==> src/mia_pkg.sv <==
`timescale 1ns / 1ps
// Shared constants, types and state encodings for the adjugate matrix inverter.
// No dependencies; every other file imports this package.
package mia_pkg;

  // Matrix geometry
  localparam int unsigned MAX_ORDER = 8;
  localparam int unsigned ORD_W     = 4;
  localparam int unsigned ROW_W     = $clog2(MAX_ORDER);
  localparam int unsigned IDX_W     = $clog2(MAX_ORDER * MAX_ORDER);
  localparam int unsigned MASK_W    = MAX_ORDER;
  localparam int unsigned ELEM_W    = 16;

  // Exact minor width: an 8x8 determinant of Q8.8 raw values stays below 2^134
  localparam int unsigned DW        = 136;
  localparam int unsigned HALF_W    = DW / 2;
  localparam int unsigned PROD_W    = HALF_W + 1 + ELEM_W;

  // Divider: numerator scaled by 2^24 and doubled for rounding, plus saturation headroom
  localparam int unsigned RES_W     = 32;
  localparam int unsigned FRAC_SH   = 25;
  localparam int unsigned SAT_SH    = RES_W + 1;
  localparam int unsigned XW        = DW + SAT_SH + 1;
  localparam int unsigned CNT_W     = $clog2(RES_W) + 1;

  // Queue between front and engine
  localparam int unsigned QDEPTH    = 2;
  localparam int unsigned QPTR_W    = $clog2(QDEPTH);
  localparam int unsigned QCNT_W    = $clog2(QDEPTH) + 1;

  localparam logic [ORD_W-1:0] ORDER_RST = 4'd4;

  // One loaded element, tagged by the front
  typedef struct packed {
    logic [ELEM_W-1:0] elem;
    logic [IDX_W-1:0]  idx;
    logic              last;
  } qitem_t;

  // One division request from the engine to the divider
  typedef struct packed {
    logic [DW-1:0] minor;
    logic          flip;
    logic          singular;
    logic          last;
  } job_t;

  typedef enum logic [3:0] {
    E_LOAD,
    E_ISSUE,
    E_MLO,
    E_MHI,
    E_ADDH,
    E_WRITE,
    E_PEND,
    E_SING,
    E_OREAD,
    E_OSEND
  } eng_state_e;

  typedef enum logic [2:0] {
    D_IDLE,
    D_PREP,
    D_INIT,
    D_STEP,
    D_FIN
  } div_state_e;

endpackage

==> src/mia_fifo.sv <==
`timescale 1ns / 1ps
// Two-entry request queue between the front and the compute engine.
// Depends on mia_pkg.
module mia_fifo
  import mia_pkg::*;
(
  input  logic   clk_i,
  input  logic   rst_ni,
  input  logic   push_i,
  input  qitem_t item_i,
  output logic   full_o,
  input  logic   pop_i,
  output logic   valid_o,
  output qitem_t item_o
);

  qitem_t              mem_q [QDEPTH];
  logic [QPTR_W-1:0]   wp_q, rp_q;
  logic [QCNT_W-1:0]   cnt_q;

  always_ff @(posedge clk_i) begin
    if (push_i) begin
      mem_q[wp_q] <= item_i;
    end
  end

  // pointers and fill level
  always_ff @(posedge clk_i or negedge rst_ni) begin
    if (!rst_ni) begin
      wp_q  <= '0;
      rp_q  <= '0;
      cnt_q <= '0;
    end else begin
      if (push_i) begin
        wp_q <= wp_q + 1'b1;
      end
      if (pop_i) begin
        rp_q <= rp_q + 1'b1;
      end
      cnt_q <= cnt_q + QCNT_W'(push_i) - QCNT_W'(pop_i);
    end
  end

  assign full_o  = (cnt_q == QCNT_W'(QDEPTH));
  assign valid_o = (cnt_q != '0);
  assign item_o  = mem_q[rp_q];

endmodule

==> config.mk <==
export PLATFORM = sky130hd
export DESIGN_NAME = mia_fifo
export DESIGN_NICKNAME = d
export VERILOG_FILES = /design/src/mia_pkg.sv /design/src/mia_fifo.sv
export SDC_FILE = /design/constraint.sdc
export NUM_CORES = 1
export LEC_CHECK = 0
export BUFFER_PORTS_ARGS = -buffer_cell sky130_fd_sc_hd__buf_2
export CAP_MARGIN = 20
export CORE_ASPECT_RATIO = 1.75
export CORE_UTILIZATION = 45
export DETAILED_ROUTE_END_ITERATION = 7
export PLACE_DENSITY = 0.8
export SETUP_SLACK_MARGIN = 0.3
export SLEW_MARGIN = 20
export SYNTH_ARGS = -nofsm -noshare
export SYNTH_HDL_FRONTEND = slang
export SYNTH_SLANG_ARGS = --single-unit
==> constraint.sdc <==
create_clock -name clk_i -period 2.3 [get_ports clk_i]
set_clock_uncertainty 0.1 [all_clocks]
set_input_delay 0.46 -clock clk_i [delete_from_list [all_inputs] [get_ports clk_i]]
set_output_delay 0.46 -clock clk_i [all_outputs]
set_load 0.005 [all_outputs]
==> results of run 1 <==
## sequential cells by signal, summed over array words and instances (netlist names)
name / cells
wp_q: 1
rp_q: 1
cnt_q: 2
mem_q: 46
## synthesized netlist by cell type
cell type and instances:
buf_12 2, and2_1 1, nor2b_1 2, edfxtp_1 46
mux2_4 19, ha_1 2, dfrtp_1 4, inv_1 2
xor3_1 1, mux2_2 4, xor2_1 2, buf_6 1
or2_2 1
## where the power goes
| part | leakage, nW | switching (mW) | internal (mW) |
|---|---|---|---|
| registers | 0.478 | 0.0663 | 1.22 |
| logic | 0.472 | 0.363 | 0.535 |
| clock network | 0.0585 | 0.245 | 0.354 |
| total | 1.01 | 0.674 | 2.10 |
## what timing repair did
item / in CTS / in global routing
hold buffers: 1 / 0
endpoints found under the hold margin: 4 / 0
endpoints found under the setup margin: 0 / 4
resized for setup: 0 / 1
## per-stage QoR
stage / setup WS (ns) / power [mW] / instance area (sq um)
floorplan: 0.695 / 1.94 / 1960
global placement: 0.680 / 2.17 / 2290
detailed placement: 0.653 / 2.21 / 2290
CTS: 0.322 / 2.81 / 2410
global route: 0.324 / 2.93 / 2420
finish: 0.391 / 2.78 / 2420
## worst max-delay path, delay by kind of cell (launching register included)
family | cells | cell delay [ns]
flip-flops | 1 | 0.38
multiplexers | 1 | 0.35
buffers and inverters | 2 | 0.32
## layer usage
layer  vias to the layer above  track usage (%)  part of all wire (%)
li1                        455                -                     -
met1                       458             12.9                    35
met2                        30             24.7                    57
met3                         5             3.91                   5.0
met4                         0             8.85                   2.6
met5                         -                0                     0
## area by class of cell
type | count | area, sq um | area share [%]
Tap cell | 49 | 61.3 | 2.54
Inverter | 2 | 7.51 | 0.311
Sequential cell | 50 | 1480 | 61.3
Multi-Input combinational cell | 32 | 424 | 17.5
Clock buffer | 7 | 86.3 | 3.57
Clock inverter | 1 | 30.0 | 1.24
Timing Repair Buffer | 58 | 327 | 13.5
## path summary, 6_finish.rpt
path,slack [ns],endpoint,from,cells past startpoint
worst max-delay path,0.39,item_o[16],rp_q$_DFFE_PN0P_,3
worst min-delay path,0.24,mem_q[1][14]$_DFFE_PP_,item_i[14],1
worst max register to register,0.87,mem_q[1][19]$_DFFE_PP_,wp_q$_DFFE_PN0P_,2
worst min register to register,0.41,wp_q$_DFFE_PN0P_,wp_q$_DFFE_PN0P_,1
max in group asynchronous,1.59,rp_q$_DFFE_PN0P_,rst_ni,2
min in group asynchronous,0.39,cnt_q[1]$_DFF_PN0_,rst_ni,2
## logic make-up (layout without fill, tap and decap cells)
group | count (synthesis) | after routing | synth area share, %
adder cells (fa/ha/maj) | 2 | 2 | 1.28
multiplexers | 23 | 23 | 16.8
buffers and inverters | 5 | 68 | 3.00
AND/OR/NAND/NOR | 4 | 4 | 1.28
flip-flops | 50 | 50 | 75.5
XOR/XNOR | 3 | 3 | 2.10
==> flow_metrics.tcl, run 1 <==
set metrics [dict create \
    outcome "completed" \
    layout.nets 178 \
    io_buffers 51 \
    synth_nets 116 \
    slowest_stage "dfrtp_1" \
    cts-buffers-inserted 5 \
    syn_inst 87 \
    num_vias 948 \
    grt_max_degree 17 \
    grt_usage_pct 13.7 \
    cts_tree "done" \
    cp_data_arrival_time_ns 1.35 \
    wl_per_cell_microns 14.4 \
    first_pass_iters 3 \
    drcViolationCount 0 \
    crit_type "register to primary output" \
    layout_commonest_cell "buf_2" \
    drive_above_1_share_pct 59.3 \
    worst_hold_path_type "input pin to register" \
    area_growth_pct 23.2 \
    initial_core_util_pct 47.3 \
    final_cell_mix "51 x buf_2, 46 x edfxtp_1, 19 x mux2_4, 6 x clkbuf_8" \
    cp_max_fo 13 \
    die-area_sq_um 4640 \
    min_period_ns 1.91 \
    finalSetupTns_ns 0 \
    synth.distinct_cells 13 \
    cts_root_buf "clkbuf_8" \
    power.leakage_nw 1.01 \
    start_kind "register" \
    fmax_mhz 524 \
    synth_area_leader_cell "edfxtp_1" \
    rsz0062_at_grt "false" \
    postCtsSetupBuffers 0 \
    finalSetupViolations 0 \
    max-slew-margin-rel_pct 70.2 \
    h-tree-depth 2 \
    num-fill-cells 311 \
    synth_top_area_share_pct 70.4 \
    design.core.area_sq_um 4150 \
    die-width_microns 51.9 \
    instances_no_fill 199 \
    die_y_microns 89.3 \
    routed_wl_mm 2.87 \
    power_density_nw_per_um2 1150 \
    slowest_delay_ns 0.38 \
    grt_pass1_wl_mm 4.28 \
    end_kind "primary output" \
    core.rowCount 31 \
    place_congestion 0.620 \
    syn_area_sq_um 1960 \
    yosys_warnings 0 \
    worstMarginPinSlew_ns 0.447 \
    vdd_ir_drop_max_mv 0.704 \
    worstSkewPairLatency_ns 0.29 \
    viasPerCell 4.76 \
    cts.sinks 50 \
    finalCritPeriodShare_pct 83.0 \
    grt_pass1_vias 928 \
    synthTopCellsByArea "edfxtp_1 70%, mux2_4 15%, dfrtp_1 5.1%" \
    drtAntennaViolNets 0 \
    finalHoldViolCount 0 \
    synth_seq_cells 50 \
    post-dp-hpwl_mm 2.18 \
    overflow 0 \
    antenna_found_initial 0 \
    drv_slew 0 \
    num_io_pins 52 \
    worstPathRequired_ns 1.74 \
    drt_iter0_drc 19 \
    clk_pin_slew_ns 0.09 \
    avgSynthCellArea_sq_um 22.6 \
    utilization_pct 58.2 \
    cap_viol_max_count 0 \
    fin_hold_ws_ns 0.245 \
    cts_max_path_buffers 2 \
    dp.cells 190 \
    synth_seq_area_share_pct 75.5 \
    diodes 0 \
    worstPathCellList "buf_6 -> mux2_2 -> buf_2" \
]
Power figures use the tool's default switching activity.
==> inputs of run 2 (changes only) <==
--- a/config.mk
+++ b/config.mk
@@ -5,6 +5,7 @@
 export SDC_FILE = /design/constraint.sdc
 export NUM_CORES = 1
 export LEC_CHECK = 0
+export ABC_AREA = 1
 export BUFFER_PORTS_ARGS = -buffer_cell sky130_fd_sc_hd__buf_2
 export CAP_MARGIN = 20
 export CORE_ASPECT_RATIO = 1.75
==> constraint.sdc (replaced) <==
create_clock -name clk_i -period 2 [get_ports clk_i]
set_clock_uncertainty 0.1 [all_clocks]
set_input_delay 0.4 -clock clk_i [delete_from_list [all_inputs] [get_ports clk_i]]
set_output_delay 0.4 -clock clk_i [all_outputs]
set_load 0.005 [all_outputs]
==> run 2 against run 1 <==
Net effect:
- routed wire length is 1.1% lower
- hold slack worse by 0.056 ns
- sequential share of layout area is 2.1 points lower
- sequential cell count is the same
- via count is 24% higher
- cell count rose by 30%
- critical path type unchanged
==> flow_metrics.tcl, run 2 <==
set metrics [dict create \
    multi_input_area_sq_um 345 \
    clk_pin_slew_ns 0.08 \
    min_period_ns 1.76 \
    finalSetupTns_ns 0 \
    drtAntennaViolNets 0 \
    synthArstFlopShare_pct 8.00 \
    utilization_pct 60.4 \
    synth_top_family_by_area "buffers and inverters" \
    vdd_ir_drop_max_mv 0.806 \
    avgSynthCellArea_sq_um 13.5 \
    hold_depth 1 \
    h-tree-depth 2 \
    r2r_cells 3 \
    drv_slew 0 \
    cts_max_path_buffers 2 \
    initial_core_util_pct 47.3 \
    synth_top_area_share_pct 70.3 \
    fmax_mhz 568 \
    die-width_microns 51.9 \
    num-fill-cells 337 \
    cts-buffers-inserted 5 \
    synth.distinct_cells 13 \
    finalCritPeriodShare_pct 88.0 \
    overflow 0 \
    grt_pass1_vias 1048 \
    p_clk_share_pct 24.3 \
    outcome "completed" \
    drt_iter0_drc 14 \
    die-area_sq_um 4640 \
    wl_per_cell_microns 11.0 \
    num_vias 1174 \
    cts.sinks 50 \
    routed_wl_mm 2.84 \
    finalSetupViolations 0 \
    synthMuxAreaShare_pct 0 \
    worst_hold_path_type "input pin to register" \
    num_io_pins 52 \
    top_regs "mem_q x46, cnt_q x2" \
    regArea_sq_um 1490 \
    drcViolationCount 0 \
    synthAdderAreaFrac_pct 1.27 \
    synth_compound_area_share_pct 7.77 \
    holdPathEnd "mem_q[0][9]$_DFFE_PP_" \
    switching_share_pct 28.0 \
    synthTopCellsByArea "edfxtp_1 70%, inv_1 5.7%, nand2_1 5.7%" \
    power_density_nw_per_um2 1350 \
    synth_nets 174 \
    synth_edf_count 46 \
    seqPwrFrac_pct 44.0 \
    cts_root_buf "clkbuf_8" \
    largest_register_ffs 46 \
    design.core.area_sq_um 4150 \
    syn_area_sq_um 1960 \
    antenna_found_initial 0 \
    synth-simple-area-share_pct 6.37 \
    synth_area_leader_cell "edfxtp_1" \
    layout_commonest_cell "buf_2" \
    grt_pass1_wl_mm 4.52 \
    netlist_top_cells_count "46 x edfxtp_1, 30 x inv_1, 30 x nand2_1" \
    grt_max_degree 18 \
    io_buffers 51 \
    worstPathRequired_ns 1.50 \
    power.switching_uw 950 \
    hold_start "item_i[9]" \
    ys.flop_type "edfxtp_1" \
    r2r_start "wp_q$_DFFE_PN0P_" \
    rsz0062_at_grt "true" \
    cts_tree "done" \
    cp_data_arrival_time_ns 1.26 \
    post-dp-hpwl_mm 2.09 \
    fin_hold_ws_ns 0.189 \
    synth_seq_cells 50 \
    end_kind "primary output" \
    yosys_warnings 0 \
    cp_max_fo 17 \
    grt_usage_pct 14.1 \
    crit_type "register to primary output" \
    r2r-end "mem_q[1][13]$_DFFE_PP_" \
    diodes 0 \
    place_congestion 0.706 \
    worstMarginPinSlew_ns 0.347 \
    synth_xor_area_share_pct 0.892 \
    synth_seq_area_share_pct 75.4 \
    p_int_mw 2.44 \
    max-slew-margin-rel_pct 76.9 \
    syn_inst 145 \
    cap_viol_max_count 0 \
    worstSkewPairLatency_ns 0.29 \
    first_pass_iters 3 \
    final_cell_mix "51 x buf_2, 46 x edfxtp_1, 30 x inv_1, 27 x nand2_1, 14 x o21ai_2" \
    comb_power_share_pct 31.8 \
    power.total_mw 3.39 \
    yosysMostFrequentCell "edfxtp_1" \
    finalHoldViolCount 0 \
    largest_register "mem_q" \
    core.rowCount 31 \
    viasPerCell 4.53 \
    reg2reg_slack_ns 0.64 \
    layout.nets 238 \
    power.leakage_nw 1.12 \
    start_kind "register" \
    area_growth_pct 27.6 \
    drive_above_1_share_pct 41.9 \
    die_y_microns 89.4 \
]
==> run 2: changes by cell type after synthesis, moves of 3 or more <==
cell     change
mux2_4      -19
mux2_2       -4
nand2_1     +30
o21ai_1      +7
o21ai_0      +6
o21ai_2     +10
inv_1       +28
buf_6        +3
==> run 2: final cells by class <==
class | count | share of cell area [%]
Sequential cell | 50 | 59.2
Timing Repair Buffer | 62 | 14.4
Multi-Input combinational cell | 60 | 13.8
Inverter | 30 | 4.49
Clock buffer | 6 | 3.29
Tap cell | 49 | 2.45
Clock inverter | 2 | 2.40
==> run 2: cell families (layout without fill, tap and decap cells) <==
family,count (synthesis),in the layout
compound gates,23,23
flops,50,50
buf+inv,35,100
simple gates,33,33
xor+xnor,2,2
fa+ha+maj,2,2
==> run 2: worst max-delay path by stage <==
stage	from	end	slack, ns
2_1_floorplan	push_i	mem_q[0][0]$_DFFE_PP_	0.47
3_3_place_gp	rp_q$_DFFE_PN0P_	item_o[3]	0.35
3_5_place_dp	rp_q$_DFFE_PN0P_	item_o[6]	0.33
4_1_cts	rp_q$_DFFE_PN0P_	item_o[6]	0.22
5_1_grt	rp_q$_DFFE_PN0P_	item_o[10]	0.16
6_report	rp_q$_DFFE_PN0P_	item_o[6]	0.24
==> run 2: power by group through the flow <==
stage               clock, mW  combinational (mW)  sequential, mW
floorplan                   0               0.649            1.47
CTS                     0.849                1.09            1.49
finish                  0.823                1.08            1.49
global route            0.883                1.22            1.51
global placement            0               0.901            1.56
detailed placement          0               0.922            1.57
==> run 2: timing repair <==
| action | 4_1_cts | 5_1_grt |
|---|---|---|
| buffers inserted | 4 | 0 |
| resized for setup | 9 | 4 |
| hold endpoints to repair | 4 | 0 |
| pin swaps | 1 | 2 |
| setup endpoints to repair | 23 | 23 |
| hold buffers | 1 | 0 |
==> run 2: critical path, cell delays in order, from the launching register on <==
cell and delay [ns]:
dfrtp_4 0.54, buf_12 0.17, o21ai_2 0.13, buf_2 0.13
==> run 2: metrics by stage <==
| step | std cells | setup WS [ns] | area [sq um] |
|---|---|---|---|
| after floorplan | 145 | 0.471 | 1970 |
| after global placement | 246 | 0.351 | 2290 |
| after detailed placement | 246 | 0.330 | 2290 |
| after CTS | 259 | 0.215 | 2490 |
| after global routing | 259 | 0.159 | 2510 |
| final | 259 | 0.240 | 2510 |
==> run 2: routing by layer <==
metal,global-route usage [%],wire [microns],up-vias
li1,-,-,605
met1,14.5,988,533
met2,24.4,1640,31
met3,4.59,163,5
met4,8.11,53,0
met5,0,0,-
