## src/mia_pkg.sv

```systemverilog
`timescale 1ns / 1ps
// Shared constants, types and state encodings for the adjugate matrix inverter.
// No dependencies; every other file imports this package.
package mia_pkg;

  // Matrix geometry
  localparam int unsigned MAX_ORDER = 8;
  localparam int unsigned ORD_W     = 4;
  localparam int unsigned ROW_W     = $clog2(MAX_ORDER);
  localparam int unsigned IDX_W     = $clog2(MAX_ORDER * MAX_ORDER);
  localparam int unsigned MASK_W    = MAX_ORDER;
  localparam int unsigned ELEM_W    = 16;

  // Exact minor width: an 8x8 determinant of Q8.8 raw values stays below 2^134
  localparam int unsigned DW        = 136;
  localparam int unsigned HALF_W    = DW / 2;
  localparam int unsigned PROD_W    = HALF_W + 1 + ELEM_W;

  // Divider: numerator scaled by 2^24 and doubled for rounding, plus saturation headroom
  localparam int unsigned RES_W     = 32;
  localparam int unsigned FRAC_SH   = 25;
  localparam int unsigned SAT_SH    = RES_W + 1;
  localparam int unsigned XW        = DW + SAT_SH + 1;
  localparam int unsigned CNT_W     = $clog2(RES_W) + 1;

  // Queue between front and engine
  localparam int unsigned QDEPTH    = 2;
  localparam int unsigned QPTR_W    = $clog2(QDEPTH);
  localparam int unsigned QCNT_W    = $clog2(QDEPTH) + 1;

  localparam logic [ORD_W-1:0] ORDER_RST = 4'd4;

  // One loaded element, tagged by the front
  typedef struct packed {
    logic [ELEM_W-1:0] elem;
    logic [IDX_W-1:0]  idx;
    logic              last;
  } qitem_t;

  // One division request from the engine to the divider
  typedef struct packed {
    logic [DW-1:0] minor;
    logic          flip;
    logic          singular;
    logic          last;
  } job_t;

  typedef enum logic [3:0] {
    E_LOAD,
    E_ISSUE,
    E_MLO,
    E_MHI,
    E_ADDH,
    E_WRITE,
    E_PEND,
    E_SING,
    E_OREAD,
    E_OSEND
  } eng_state_e;

  typedef enum logic [2:0] {
    D_IDLE,
    D_PREP,
    D_INIT,
    D_STEP,
    D_FIN
  } div_state_e;

endpackage

```

## src/mia_front.sv

```systemverilog
`timescale 1ns / 1ps
// Input front: order register, load counter, tagging of the final element of a matrix.
// Depends on mia_pkg.
module mia_front
  import mia_pkg::*;
(
  input  logic              clk_i,
  input  logic              rst_ni,
  input  logic              cfg_we_i,
  input  logic [ORD_W-1:0]  cfg_data_i,
  input  logic              in_valid_i,
  input  logic [ELEM_W-1:0] element_i,
  output logic              in_stall_o,
  input  logic              q_full_i,
  output logic              q_push_o,
  output qitem_t            q_item_o,
  output logic [ORD_W-1:0]  order_n_o
);

  logic [ORD_W-1:0]   order_q;
  logic [IDX_W-1:0]   cnt_q, cnt_d;
  logic [ORD_W-1:0]   n;
  logic [2*ORD_W-1:0] total;
  logic               accept;
  logic               is_last;

  // effective order, clamped to 1..MAX_ORDER
  always_comb begin
    if (order_q == '0) begin
      n = ORD_W'(1);
    end else if (order_q > ORD_W'(MAX_ORDER)) begin
      n = ORD_W'(MAX_ORDER);
    end else begin
      n = order_q;
    end
  end

  assign total   = {{ORD_W{1'b0}}, n} * {{ORD_W{1'b0}}, n};
  assign is_last = ({{(2*ORD_W-IDX_W){1'b0}}, cnt_q} == total - 1'b1);
  assign accept  = in_valid_i && !q_full_i;

  // load position; an order write drops any partial load
  always_comb begin
    cnt_d = cnt_q;
    if (cfg_we_i) begin
      cnt_d = '0;
    end else if (accept) begin
      cnt_d = is_last ? '0 : cnt_q + 1'b1;
    end
  end

  always_ff @(posedge clk_i or negedge rst_ni) begin
    if (!rst_ni) begin
      order_q <= ORDER_RST;
      cnt_q   <= '0;
    end else begin
      cnt_q <= cnt_d;
      if (cfg_we_i) begin
        order_q <= cfg_data_i;
      end
    end
  end

  assign in_stall_o = q_full_i;
  assign q_push_o   = accept;
  assign q_item_o   = '{elem: element_i, idx: cnt_q, last: is_last};
  assign order_n_o  = n;

endmodule

```

## config.mk

```make
export PLATFORM = sky130hd
export DESIGN_NAME = mia_front
export DESIGN_NICKNAME = d
export VERILOG_FILES = /design/src/mia_pkg.sv /design/src/mia_front.sv
export SDC_FILE = /design/constraint.sdc
export NUM_CORES = 1
export LEC_CHECK = 0
export BUFFER_PORTS_ARGS = -buffer_cell sky130_fd_sc_hd__buf_2
export CORE_ASPECT_RATIO = 1.1
export CORE_UTILIZATION = 45
export CTS_CLUSTER_SIZE = 8
export DETAILED_ROUTE_END_ITERATION = 7
export PLACE_DENSITY = 0.83
export SYNTH_ARGS = -nofsm -noshare
export SYNTH_HDL_FRONTEND = slang
export SYNTH_SLANG_ARGS = --single-unit
export TNS_END_PERCENT = 30
```

## constraint.sdc

```tcl
create_clock -name clk_i -period 4.45 [get_ports clk_i]
set_input_delay 0.89 -clock clk_i [delete_from_list [all_inputs] [get_ports clk_i]]
set_output_delay 0.89 -clock clk_i [all_outputs]
set_load 0.1 [all_outputs]
```

==> results_dict.tcl, run 1 <==
set metrics [dict create \
    start_kind "flip-flop" \
    crit_top_cell "ha_1" \
    layout.nets 155 \
    synth_fa_ha_area_share_pct 9.547 \
    pwr_density_cell_nw_per_um2 352.0 \
    antenna_found_initial 0 \
    yosys-mux-area-fraction_pct 5.728 \
    cts_tree "built" \
    avgSynthCellArea_um2 9.117 \
    yosys_warnings 0 \
    synth_edf_count 0 \
    slowest_stage "dfstp_2" \
    p_sw_share_pct 45.19 \
    seq_area_frac_synth_pct 23.99 \
    yosysTopAreaCell "dfrtp_1" \
    ys_types 38 \
    finClkSkew_ns 0.002138 \
    rsz0062_at_grt "false" \
    grt_use_total_pct 21.09 \
    p_seq_share_pct 26.5 \
    pwr-share-clk_pct 19.8 \
    fin_crit_ns 4.315 \
    numPortBuffers 21 \
    dpl.hpwl_um 1767 \
    area_growth_pct 10.02 \
    setup_violations 0 \
    yosys_most_used_dff "dfrtp_1" \
    gp_congestion 0.8925 \
    grt_pass1_wl_um 3705 \
    grt_start_max_net_pins 15 \
    status "finished, final reports clean" \
    fp.coreArea_um2 2106 \
    clk_latency_ns 0.26 \
    fin_crit_sh_pct 96.96 \
    synth.ff_latch_count 10 \
    end_kind "primary output" \
    clk_path_buf_depth 2 \
    fmax_ghz 0.2318 \
    nFillCells 185 \
    placed_area_um2 1077 \
    die_w_um 48.03 \
    cts.sinks 10 \
    post_drt_wl_per_cell_um 15.23 \
    yosys.area_share.xor_xnor_pct 8.353 \
    drv_slew 0 \
    total_power_mw 0.4060 \
    wl_um 2270 \
    chipHeight_um 52.63 \
    async_flop_share_pct 100.0 \
    cap_violations 0 \
    synth_top_area_share_pct 21.48 \
    hold_path.class "input port to async pin" \
    path_clk_slew_ns 0.07 \
    ir_drop_mv 0.1699 \
    cp_slowest_stage_delay_ns 0.58 \
    path_class "flip-flop to primary output" \
    slew_headroom_pct 58.39 \
    fin_cells 149 \
    crit_path_max_fanout 6 \
    synth_compound_area_share_pct 17.78 \
    cts_hold_buf 0 \
    cts-root-buf "clkbuf_4" \
    drive_above_1_share_pct 35.54 \
    drt_iter0_drc 20 \
    worst_pin_slew_ns 0.6235 \
    top_usage_layer "met2" \
    synth_area_um2 1049 \
    fp.dieArea_um2 2527 \
    io-pin-count 54 \
    setup-tns-final_ns 0 \
    vias 861 \
    start_util_pct 49.79 \
    stdcell_area_um2 1154 \
    dp_cells 145 \
    grt_overflow 0 \
    use_met1_pct 24.68 \
    yosysMostFrequentCell "buf_4" \
    drtPass1Iterations 4 \
    synth_area_leaders "dfrtp_1, buf_4, ha_1" \
    cts_setup_buffers 0 \
    syn_nets 148 \
    cp_cell_sequence "or2b_4 > ha_1 > xor2_1 > ha_1 > ha_4 > inv_1 > o31ai_4 > mux2_4 > nor4_4 > a21boi_4 > buf_12" \
    yosys.area_share.simple_pct 18.74 \
    numCtsBuffers 3 \
    rows 17 \
    hold_viol 0 \
    grtUsageMet3_pct 3.793 \
    htree_levels 1 \
    cp_data_required_time_ns 3.56 \
    ant_nets 0 \
    grt_pass1_vias 866 \
    worst_ep_arrival_time_ns 3.42 \
    switchingPower_mw 0.1835 \
    insertedDiodeCount 0 \
    pwr-share-comb_pct 53.6 \
    synth_top_family_by_area "simple AND/OR/NAND/NOR gates" \
    utilization_pct 54.78 \
    synthCells 115 \
    drc 0 \
    yosys-top-cells-count "buf_4, dfrtp_1, ha_1" \
    leakagePower_nw 0.5014 \
    via_per_inst 5.779 \
    grtUsageMet2_pct 34.68 \
    p_int_mw 0.2225 \
]
kinds of logic after synthesis:
logic type,count (synthesis)
XOR/XNOR,10
AND/OR/NAND/NOR,31
other,2
adder cells (fa/ha/maj),8
buffers and inverters,24
flip-flops,10
multiplexers,5
AO/OA/AOI/OAI,25
worst max-delay path, delay by kind of cell (launching register included):
| kind | cells | cell delay (ns) |
|---|---|---|
| AO/OA/AOI/OAI | 2 | 0.52 |
| XOR/XNOR | 1 | 0.14 |
| AND/OR/NAND/NOR | 2 | 0.45 |
| multiplexers | 1 | 0.34 |
| flip-flops | 1 | 0.58 |
| adder cells (fa/ha/maj) | 3 | 0.88 |
| buffers and inverters | 2 | 0.26 |
power groups by stage:
stage	sequential [mW]	clock [mW]	combinational, mW
3_3_place_gp	0.108	0	0.192
4_1_cts	0.107	0.0834	0.200
2_1_floorplan	0.127	0	0.213
6_report	0.108	0.0806	0.218
3_5_place_dp	0.109	0	0.199
5_1_grt	0.109	0.0895	0.231
metrics by stage:
step | hold slack [ns] | worst slack, ns
6_report | 0.4751 | 0.1355
4_1_cts | 0.4728 | 0.01171
3_3_place_gp | 0.5398 | 0.3631
5_1_grt | 0.4768 | 0.01839
3_5_place_dp | 0.5617 | 0.2388
2_1_floorplan | 0.5194 | 0.06784
layout by cell type (no fill, tap or decap), drive strengths merged, types with 3 or more instances in the layout:
cell	instances
nor3	3
nand2	3
a21oi	5
xnor2	5
o21ai	4
dfrtp	9
mux2	5
buf	23
xor2	5
nor2b	4
nor3b	3
nor2	7
a211oi	4
clkbuf	4
ha	8
path summary, 6_finish.rpt:
kind                       startpoint          end  slack, ns  cells past startpoint
min in group clk_i         order_q[0]   order_q[0]       0.57                      1
setup / recovery           order_q[2]  q_item_o[0]       0.14                     11
hold / removal                 rst_ni     cnt_q[3]       0.48                      1
setup reg to reg           order_q[2]     cnt_q[1]       1.29                     11
hold reg to reg            order_q[0]   order_q[0]       0.57                      1
max in group asynchronous      rst_ni   order_q[2]       3.72                      1
per-layer routing:
metal,vias up,share of wire (%)
met5,-,0
met4,0,2.5
met3,8,7.3
met2,30,54
met1,417,36
li1,406,-
flip-flops by register name (all words and copies together), names as in the netlist:
name / count
cnt_q: 6
order_q: 4
repair_timing:
item / CTS / global route
setup endpoints to repair: 1 / 1
gates resized for setup: 1 / 5
cloned: 0 / 0
layout make-up:
cell class              instances  area [um2]  share of cell area, %
repair buffers                 23       135.1                  11.71
multi-input cells              81       680.7                  59.00
flip-flops and latches         10       251.5                  21.80
well taps                      28       35.03                  3.037
clock buffers                   4       36.28                  3.145
inverters                       3       15.01                  1.302
Note: power is estimated with default switching activity, not from simulation.
==> run 2, diff against run 1 <==
--- a/config.mk
+++ b/config.mk
@@ -7,10 +7,11 @@
 export LEC_CHECK = 0
 export BUFFER_PORTS_ARGS = -buffer_cell sky130_fd_sc_hd__buf_2
 export CORE_ASPECT_RATIO = 1.1
-export CORE_UTILIZATION = 45
+export CORE_UTILIZATION = 49
 export CTS_CLUSTER_SIZE = 8
 export DETAILED_ROUTE_END_ITERATION = 7
-export PLACE_DENSITY = 0.83
+export GPL_TIMING_DRIVEN = 0
+export PLACE_DENSITY = 0.9
 export SYNTH_ARGS = -nofsm -noshare
 export SYNTH_HDL_FRONTEND = slang
 export SYNTH_SLANG_ARGS = --single-unit
==> constraint.sdc (replaced) <==
create_clock -name clk_i -period 5.2 [get_ports clk_i]
set_input_delay 1.04 -clock clk_i [delete_from_list [all_inputs] [get_ports clk_i]]
set_output_delay 1.04 -clock clk_i [all_outputs]
set_load 0.1 [all_outputs]
==> results_dict.tcl, run 2 (same netlist as run 1, synthesis figures left out) <==
set metrics [dict create \
    status "finished, final reports clean" \
    fmax_ghz 0.2028 \
    gp_congestion 0.9256 \
    setup_violations 0 \
    grt_start_max_net_pins 11 \
    ant_nets 0 \
    r2r_setup_slack_ns 1.91 \
    hold_slack_ns 0.5757 \
    crit_path_max_fanout 10 \
    numCtsBuffers 3 \
    fin_crit_sh_pct 94.84 \
    drv_slew 0 \
    pwr-share-comb_pct 58.5 \
    start_util_pct 51.89 \
    wl_um 2237 \
    die_w_um 46.11 \
    layout_commonest_cell "buf_2" \
    end_kind "primary output" \
    grt_overflow 0 \
    setup-tns-final_ns 0 \
    largest_register_ffs 6 \
    r2r_end "cnt_q[1]" \
    hold_viol 0 \
    multi_input_area_um2 638.1 \
    worst_ep_arrival_time_ns 3.89 \
    vias 937 \
    rows 17 \
    path_class "flip-flop to primary output" \
    path_clk_slew_ns 0.06 \
    fp.dieArea_um2 2329 \
    antenna_found_initial 0 \
    p_seq_share_pct 23.3 \
    cp_data_required_time_ns 4.16 \
    via_per_inst 5.092 \
    seqCellArea_um2 251.5 \
    hold_path.class "flip-flop to flip-flop" \
    grt_pass1_wl_um 3719 \
    rr_startpoint "order_q[3]" \
    htree_levels 1 \
    worstHoldStart "order_q[0]" \
    ir_drop_mv 0.1608 \
    drtPass1Iterations 4 \
    p_int_mw 0.1939 \
    area_growth_pct 24.70 \
    fin_cells 184 \
    p_sw_share_pct 51.03 \
    post_drt_wl_per_cell_um 12.16 \
    finClkSkew_ns 0.005907 \
    layout.nets 190 \
    nFillCells 185 \
    drive_above_1_share_pct 44.87 \
    drt_iter0_drc 11 \
    cts-root-buf "clkbuf_4" \
    numPortBuffers 37 \
    chipHeight_um 50.52 \
    leakagePower_nw 0.6485 \
    cts.sinks 10 \
    fin_crit_ns 4.932 \
    grt_use_total_pct 22.35 \
    pwr_density_cell_nw_per_um2 302.8 \
    min_to "order_q[0]" \
    most-common-layout-cells "buf_2, buf_4, dfrtp_1" \
    start_kind "flip-flop" \
    fp.coreArea_um2 2021 \
    pwr-share-clk_pct 18.2 \
    total_power_mw 0.3959 \
    cap_violations 0 \
    io-pin-count 54 \
    reg_top3 "cnt_q: 6 flops, order_q: 4 flops" \
    switchingPower_mw 0.2020 \
    insertedDiodeCount 0 \
    ff2ff_path_depth 11 \
    dp_cells 180 \
    rsz0062_at_grt "false" \
    largest-register "cnt_q" \
    grt_pass1_vias 875 \
    drc 0 \
    clk_latency_ns 0.28 \
    min_path_cells 1 \
    cts_tree "built" \
    clk_path_buf_depth 2 \
    dpl.hpwl_um 1808 \
    cts_setup_buffers 0 \
]
[run 2: cell count changes in the layout (fill, tap and decap cells not counted), sizes merged]
cell	change
clkinvlp	-1
inv	+1
buf	+33
clkbuf	+2
[run 2: how the worst max path moves through the flow]
stage | from | endpoint | slack (ns)
4_1_cts | order_q[3] | q_item_o[0] | 0.12
3_5_place_dp | order_q[3] | q_item_o[0] | 0.29
3_3_place_gp | order_q[3] | q_item_o[0] | 0.40
5_1_grt | order_q[3] | q_item_o[0] | 0.02
2_1_floorplan | order_q[3] | q_item_o[0] | 0.18
6_report | order_q[3] | q_item_o[0] | 0.27
[run 2: power by group through the flow]
stage / Combinational (mW) / Clock, mW / Sequential [mW]
final: 0.232 / 0.0721 / 0.0922
after global routing: 0.247 / 0.0759 / 0.0934
after global placement: 0.225 / 0 / 0.0932
after floorplan: 0.181 / 0 / 0.109
after detailed placement: 0.231 / 0 / 0.0935
after CTS: 0.232 / 0.0716 / 0.0921
[run 2: critical path, cell delays in order (launching register included)]
cell,delay (ns)
dfrtp_1,0.40
buf_2,0.20
or2b_1,0.27
ha_1,0.31
xor2_1,0.15
ha_1,0.25
ha_1,0.35
inv_1,0.07
o31ai_2,0.34
mux2_4,0.35
nor4_4,0.31
a21boi_1,0.22
buf_4,0.12
buf_4,0.27
[run 2: cell type report]
type,instances,area share [%]
multi-input combinational,81,48.80
sequential,10,19.23
timing repair buffer,37,14.35
buffer,21,11.29
clock buffer,4,2.775
tap,28,2.679
inverter,3,0.8612
[run 2: through the flow]
stage	utilization, %	setup WS (ns)	area (um2)
detailed placement	62.79	0.2862	1269
CTS	64.71	0.1165	1308
floorplan	-	0.1773	1049
global route	64.71	0.01996	1308
global placement	62.79	0.3963	1269
finish	64.71	0.2682	1308
[run 2: timing repair]
action / in CTS / in global routing
hold buffers: 0 / 0
setup endpoints to repair: 1 / 1
endpoints found under the hold margin: 0 / 0
pin swaps: 0 / 1
gates resized for setup: 1 / 0
[run 2: per-layer routing]
metal	routed length (um)	up-vias	global-route usage (%)
li1	-	474	-
met1	948	430	27.48
met3	75	4	2.518
met5	0	-	0
met4	57	0	12.75
met2	1156	29	36.38
==> run 3, diff against run 2 <==
--- a/config.mk
+++ b/config.mk
@@ -6,12 +6,15 @@
 export NUM_CORES = 1
 export LEC_CHECK = 0
 export BUFFER_PORTS_ARGS = -buffer_cell sky130_fd_sc_hd__buf_2
+export CELL_PAD_IN_SITES_DETAIL_PLACEMENT = 0
+export CELL_PAD_IN_SITES_GLOBAL_PLACEMENT = 1
 export CORE_ASPECT_RATIO = 1.1
-export CORE_UTILIZATION = 49
+export CORE_UTILIZATION = 34
 export CTS_CLUSTER_SIZE = 8
 export DETAILED_ROUTE_END_ITERATION = 7
 export GPL_TIMING_DRIVEN = 0
-export PLACE_DENSITY = 0.9
+export HOLD_SLACK_MARGIN = 0.02
+export PLACE_DENSITY = 0.88
 export SYNTH_ARGS = -nofsm -noshare
 export SYNTH_HDL_FRONTEND = slang
 export SYNTH_SLANG_ARGS = --single-unit
==> results_dict.tcl, run 3 (same netlist as run 1, synthesis figures left out) <==
set metrics [dict create \
    grt_start_max_net_pins 11 \
    fin_crit_sh_pct 94.77 \
    post_drt_wl_per_cell_um 12.67 \
    timing.final.ws_setup_ns 0.2719 \
    grt_pass1_vias 884 \
    path_class "flip-flop to primary output" \
    most-common-layout-cells "buf_2, buf_4, dfrtp_1" \
    cp_data_required_time_ns 4.16 \
    pwr-share-comb_pct 58.7 \
    area_growth_pct 25.30 \
    rsz0062_at_grt "false" \
    drv_slew 0 \
    largest_register_ffs 6 \
    grt_pass1_wl_um 3843 \
    rows 20 \
    drt_iter0_drc 16 \
    layout_commonest_cell "buf_2" \
    start_kind "flip-flop" \
    drc 0 \
    numPortBuffers 37 \
    nFillCells 308 \
    drive_above_1_share_pct 44.87 \
    via_per_inst 5.101 \
    path_clk_slew_ns 0.07 \
    clk_latency_ns 0.27 \
    worst_ep_arrival_time_ns 3.89 \
    switchingPower_mw 0.2004 \
    end_kind "primary output" \
    start_util_pct 36.75 \
    wl_um 2394 \
    setup-tns-final_ns 0 \
    hold_path.class "flip-flop to flip-flop" \
    cts.sinks 10 \
    cap_violations 0 \
    p_sw_share_pct 50.81 \
    gp_congestion 0.7667 \
    hold_viol 0 \
    clk_path_buf_depth 2 \
    drtPass1Iterations 4 \
    ir_drop_mv 0.1520 \
    htree_levels 1 \
    pwr_density_cell_nw_per_um2 300.2 \
    cts_hold_buf 0 \
    cts_tree "built" \
    cts-root-buf "clkbuf_4" \
    grt_use_total_pct 15.98 \
    utilization_pct 46.05 \
    cts_setup_buffers 0 \
    fin_crit_ns 4.928 \
    reg_top3 "cnt_q: 6 flops, order_q: 4 flops" \
    finClkSkew_ns 0.004719 \
    numCtsBuffers 3 \
    fp.dieArea_um2 3310 \
    fmax_ghz 0.2029 \
    cts.repair.resized 0 \
    pwr-share-clk_pct 17.9 \
    largest-register "cnt_q" \
    p_seq_share_pct 23.4 \
    dp_slack_ns 0.3447 \
    layout.nets 190 \
    chipHeight_um 60.25 \
    antenna_found_initial 0 \
    p_int_mw 0.1940 \
    io-pin-count 54 \
    die_w_um 54.95 \
    ant_nets 0 \
    setup_violations 0 \
    vias 964 \
    status "finished, final reports clean" \
    grt_overflow 0 \
    dpl.hpwl_um 1980 \
    fp.coreArea_um2 2853 \
    crit_path_max_fanout 10 \
    leakagePower_nw 0.6479 \
    insertedDiodeCount 0 \
]
[run 3: changes by cell type in the layout (fill, tap and decap cells not counted), sizes merged]
cell | previous run | this run
buf | 56 | 55
clkbuf | 6 | 7
[run 3: power by group through the flow]
stage          sequential (mW)  clock [mW]  combinational (mW)
2_1_floorplan            0.109           0               0.181
3_3_place_gp            0.0934           0               0.229
3_5_place_dp            0.0937           0               0.232
4_1_cts                 0.0923      0.0714               0.232
5_1_grt                 0.0931      0.0766               0.247
6_report                0.0923      0.0704               0.232
[run 3: final timing paths]
kind | startpoint | slack, ns | depth (start not counted) | endpoint
min in group asynchronous | rst_ni | 0.63 | 1 | order_q[3]
max in group asynchronous | rst_ni | 4.31 | 1 | order_q[2]
worst min-delay path | order_q[0] | 0.59 | 1 | order_q[0]
worst max register to register | order_q[3] | 1.93 | 11 | cnt_q[1]
worst max-delay path | order_q[3] | 0.27 | 13 | q_item_o[0]
worst min register to register | order_q[0] | 0.59 | 1 | order_q[0]
[run 3: worst max-delay path, cell delays in order (launching register included)]
cell      delay [ns]
dfrtp_1         0.40
buf_2           0.19
or2b_1          0.27
ha_1            0.30
xor2_1          0.14
ha_1            0.26
ha_1            0.36
inv_1           0.07
o31ai_2         0.33
mux2_4          0.35
nor4_4          0.31
a21boi_1        0.22
buf_4           0.12
clkbuf_4        0.31
[run 3: cell type report]
| type | instances | area (um2) | area share (%) |
|---|---|---|---|
| Multi-Input combinational cell | 81 | 638.1 | 48.57 |
| Sequential cell | 10 | 251.5 | 19.14 |
| Timing Repair Buffer | 37 | 187.7 | 14.29 |
| Buffer | 21 | 147.6 | 11.24 |
| Tap cell | 33 | 41.29 | 3.143 |
| Clock buffer | 4 | 36.28 | 2.762 |
| Inverter | 3 | 11.26 | 0.8571 |
[run 3: metrics by stage]
step           hold slack (ns)  total power, mW  cells  instance area (um2)
2_1_floorplan           0.5194           0.2895    115                 1049
3_3_place_gp            0.5656           0.3220    185                 1275
3_5_place_dp            0.5732           0.3256    185                 1275
4_1_cts                 0.5896           0.3958    189                 1311
5_1_grt                 0.6164           0.4169    189                 1314
6_report                0.5859           0.3943    189                 1314
[run 3: routing by layer]
layer,track usage [%],wire length (um),up-vias
met3,2.290,103,4
met5,0,0,-
met1,18.89,1020,455
met4,7.500,35,0
li1,-,-,475
met2,27.54,1234,30
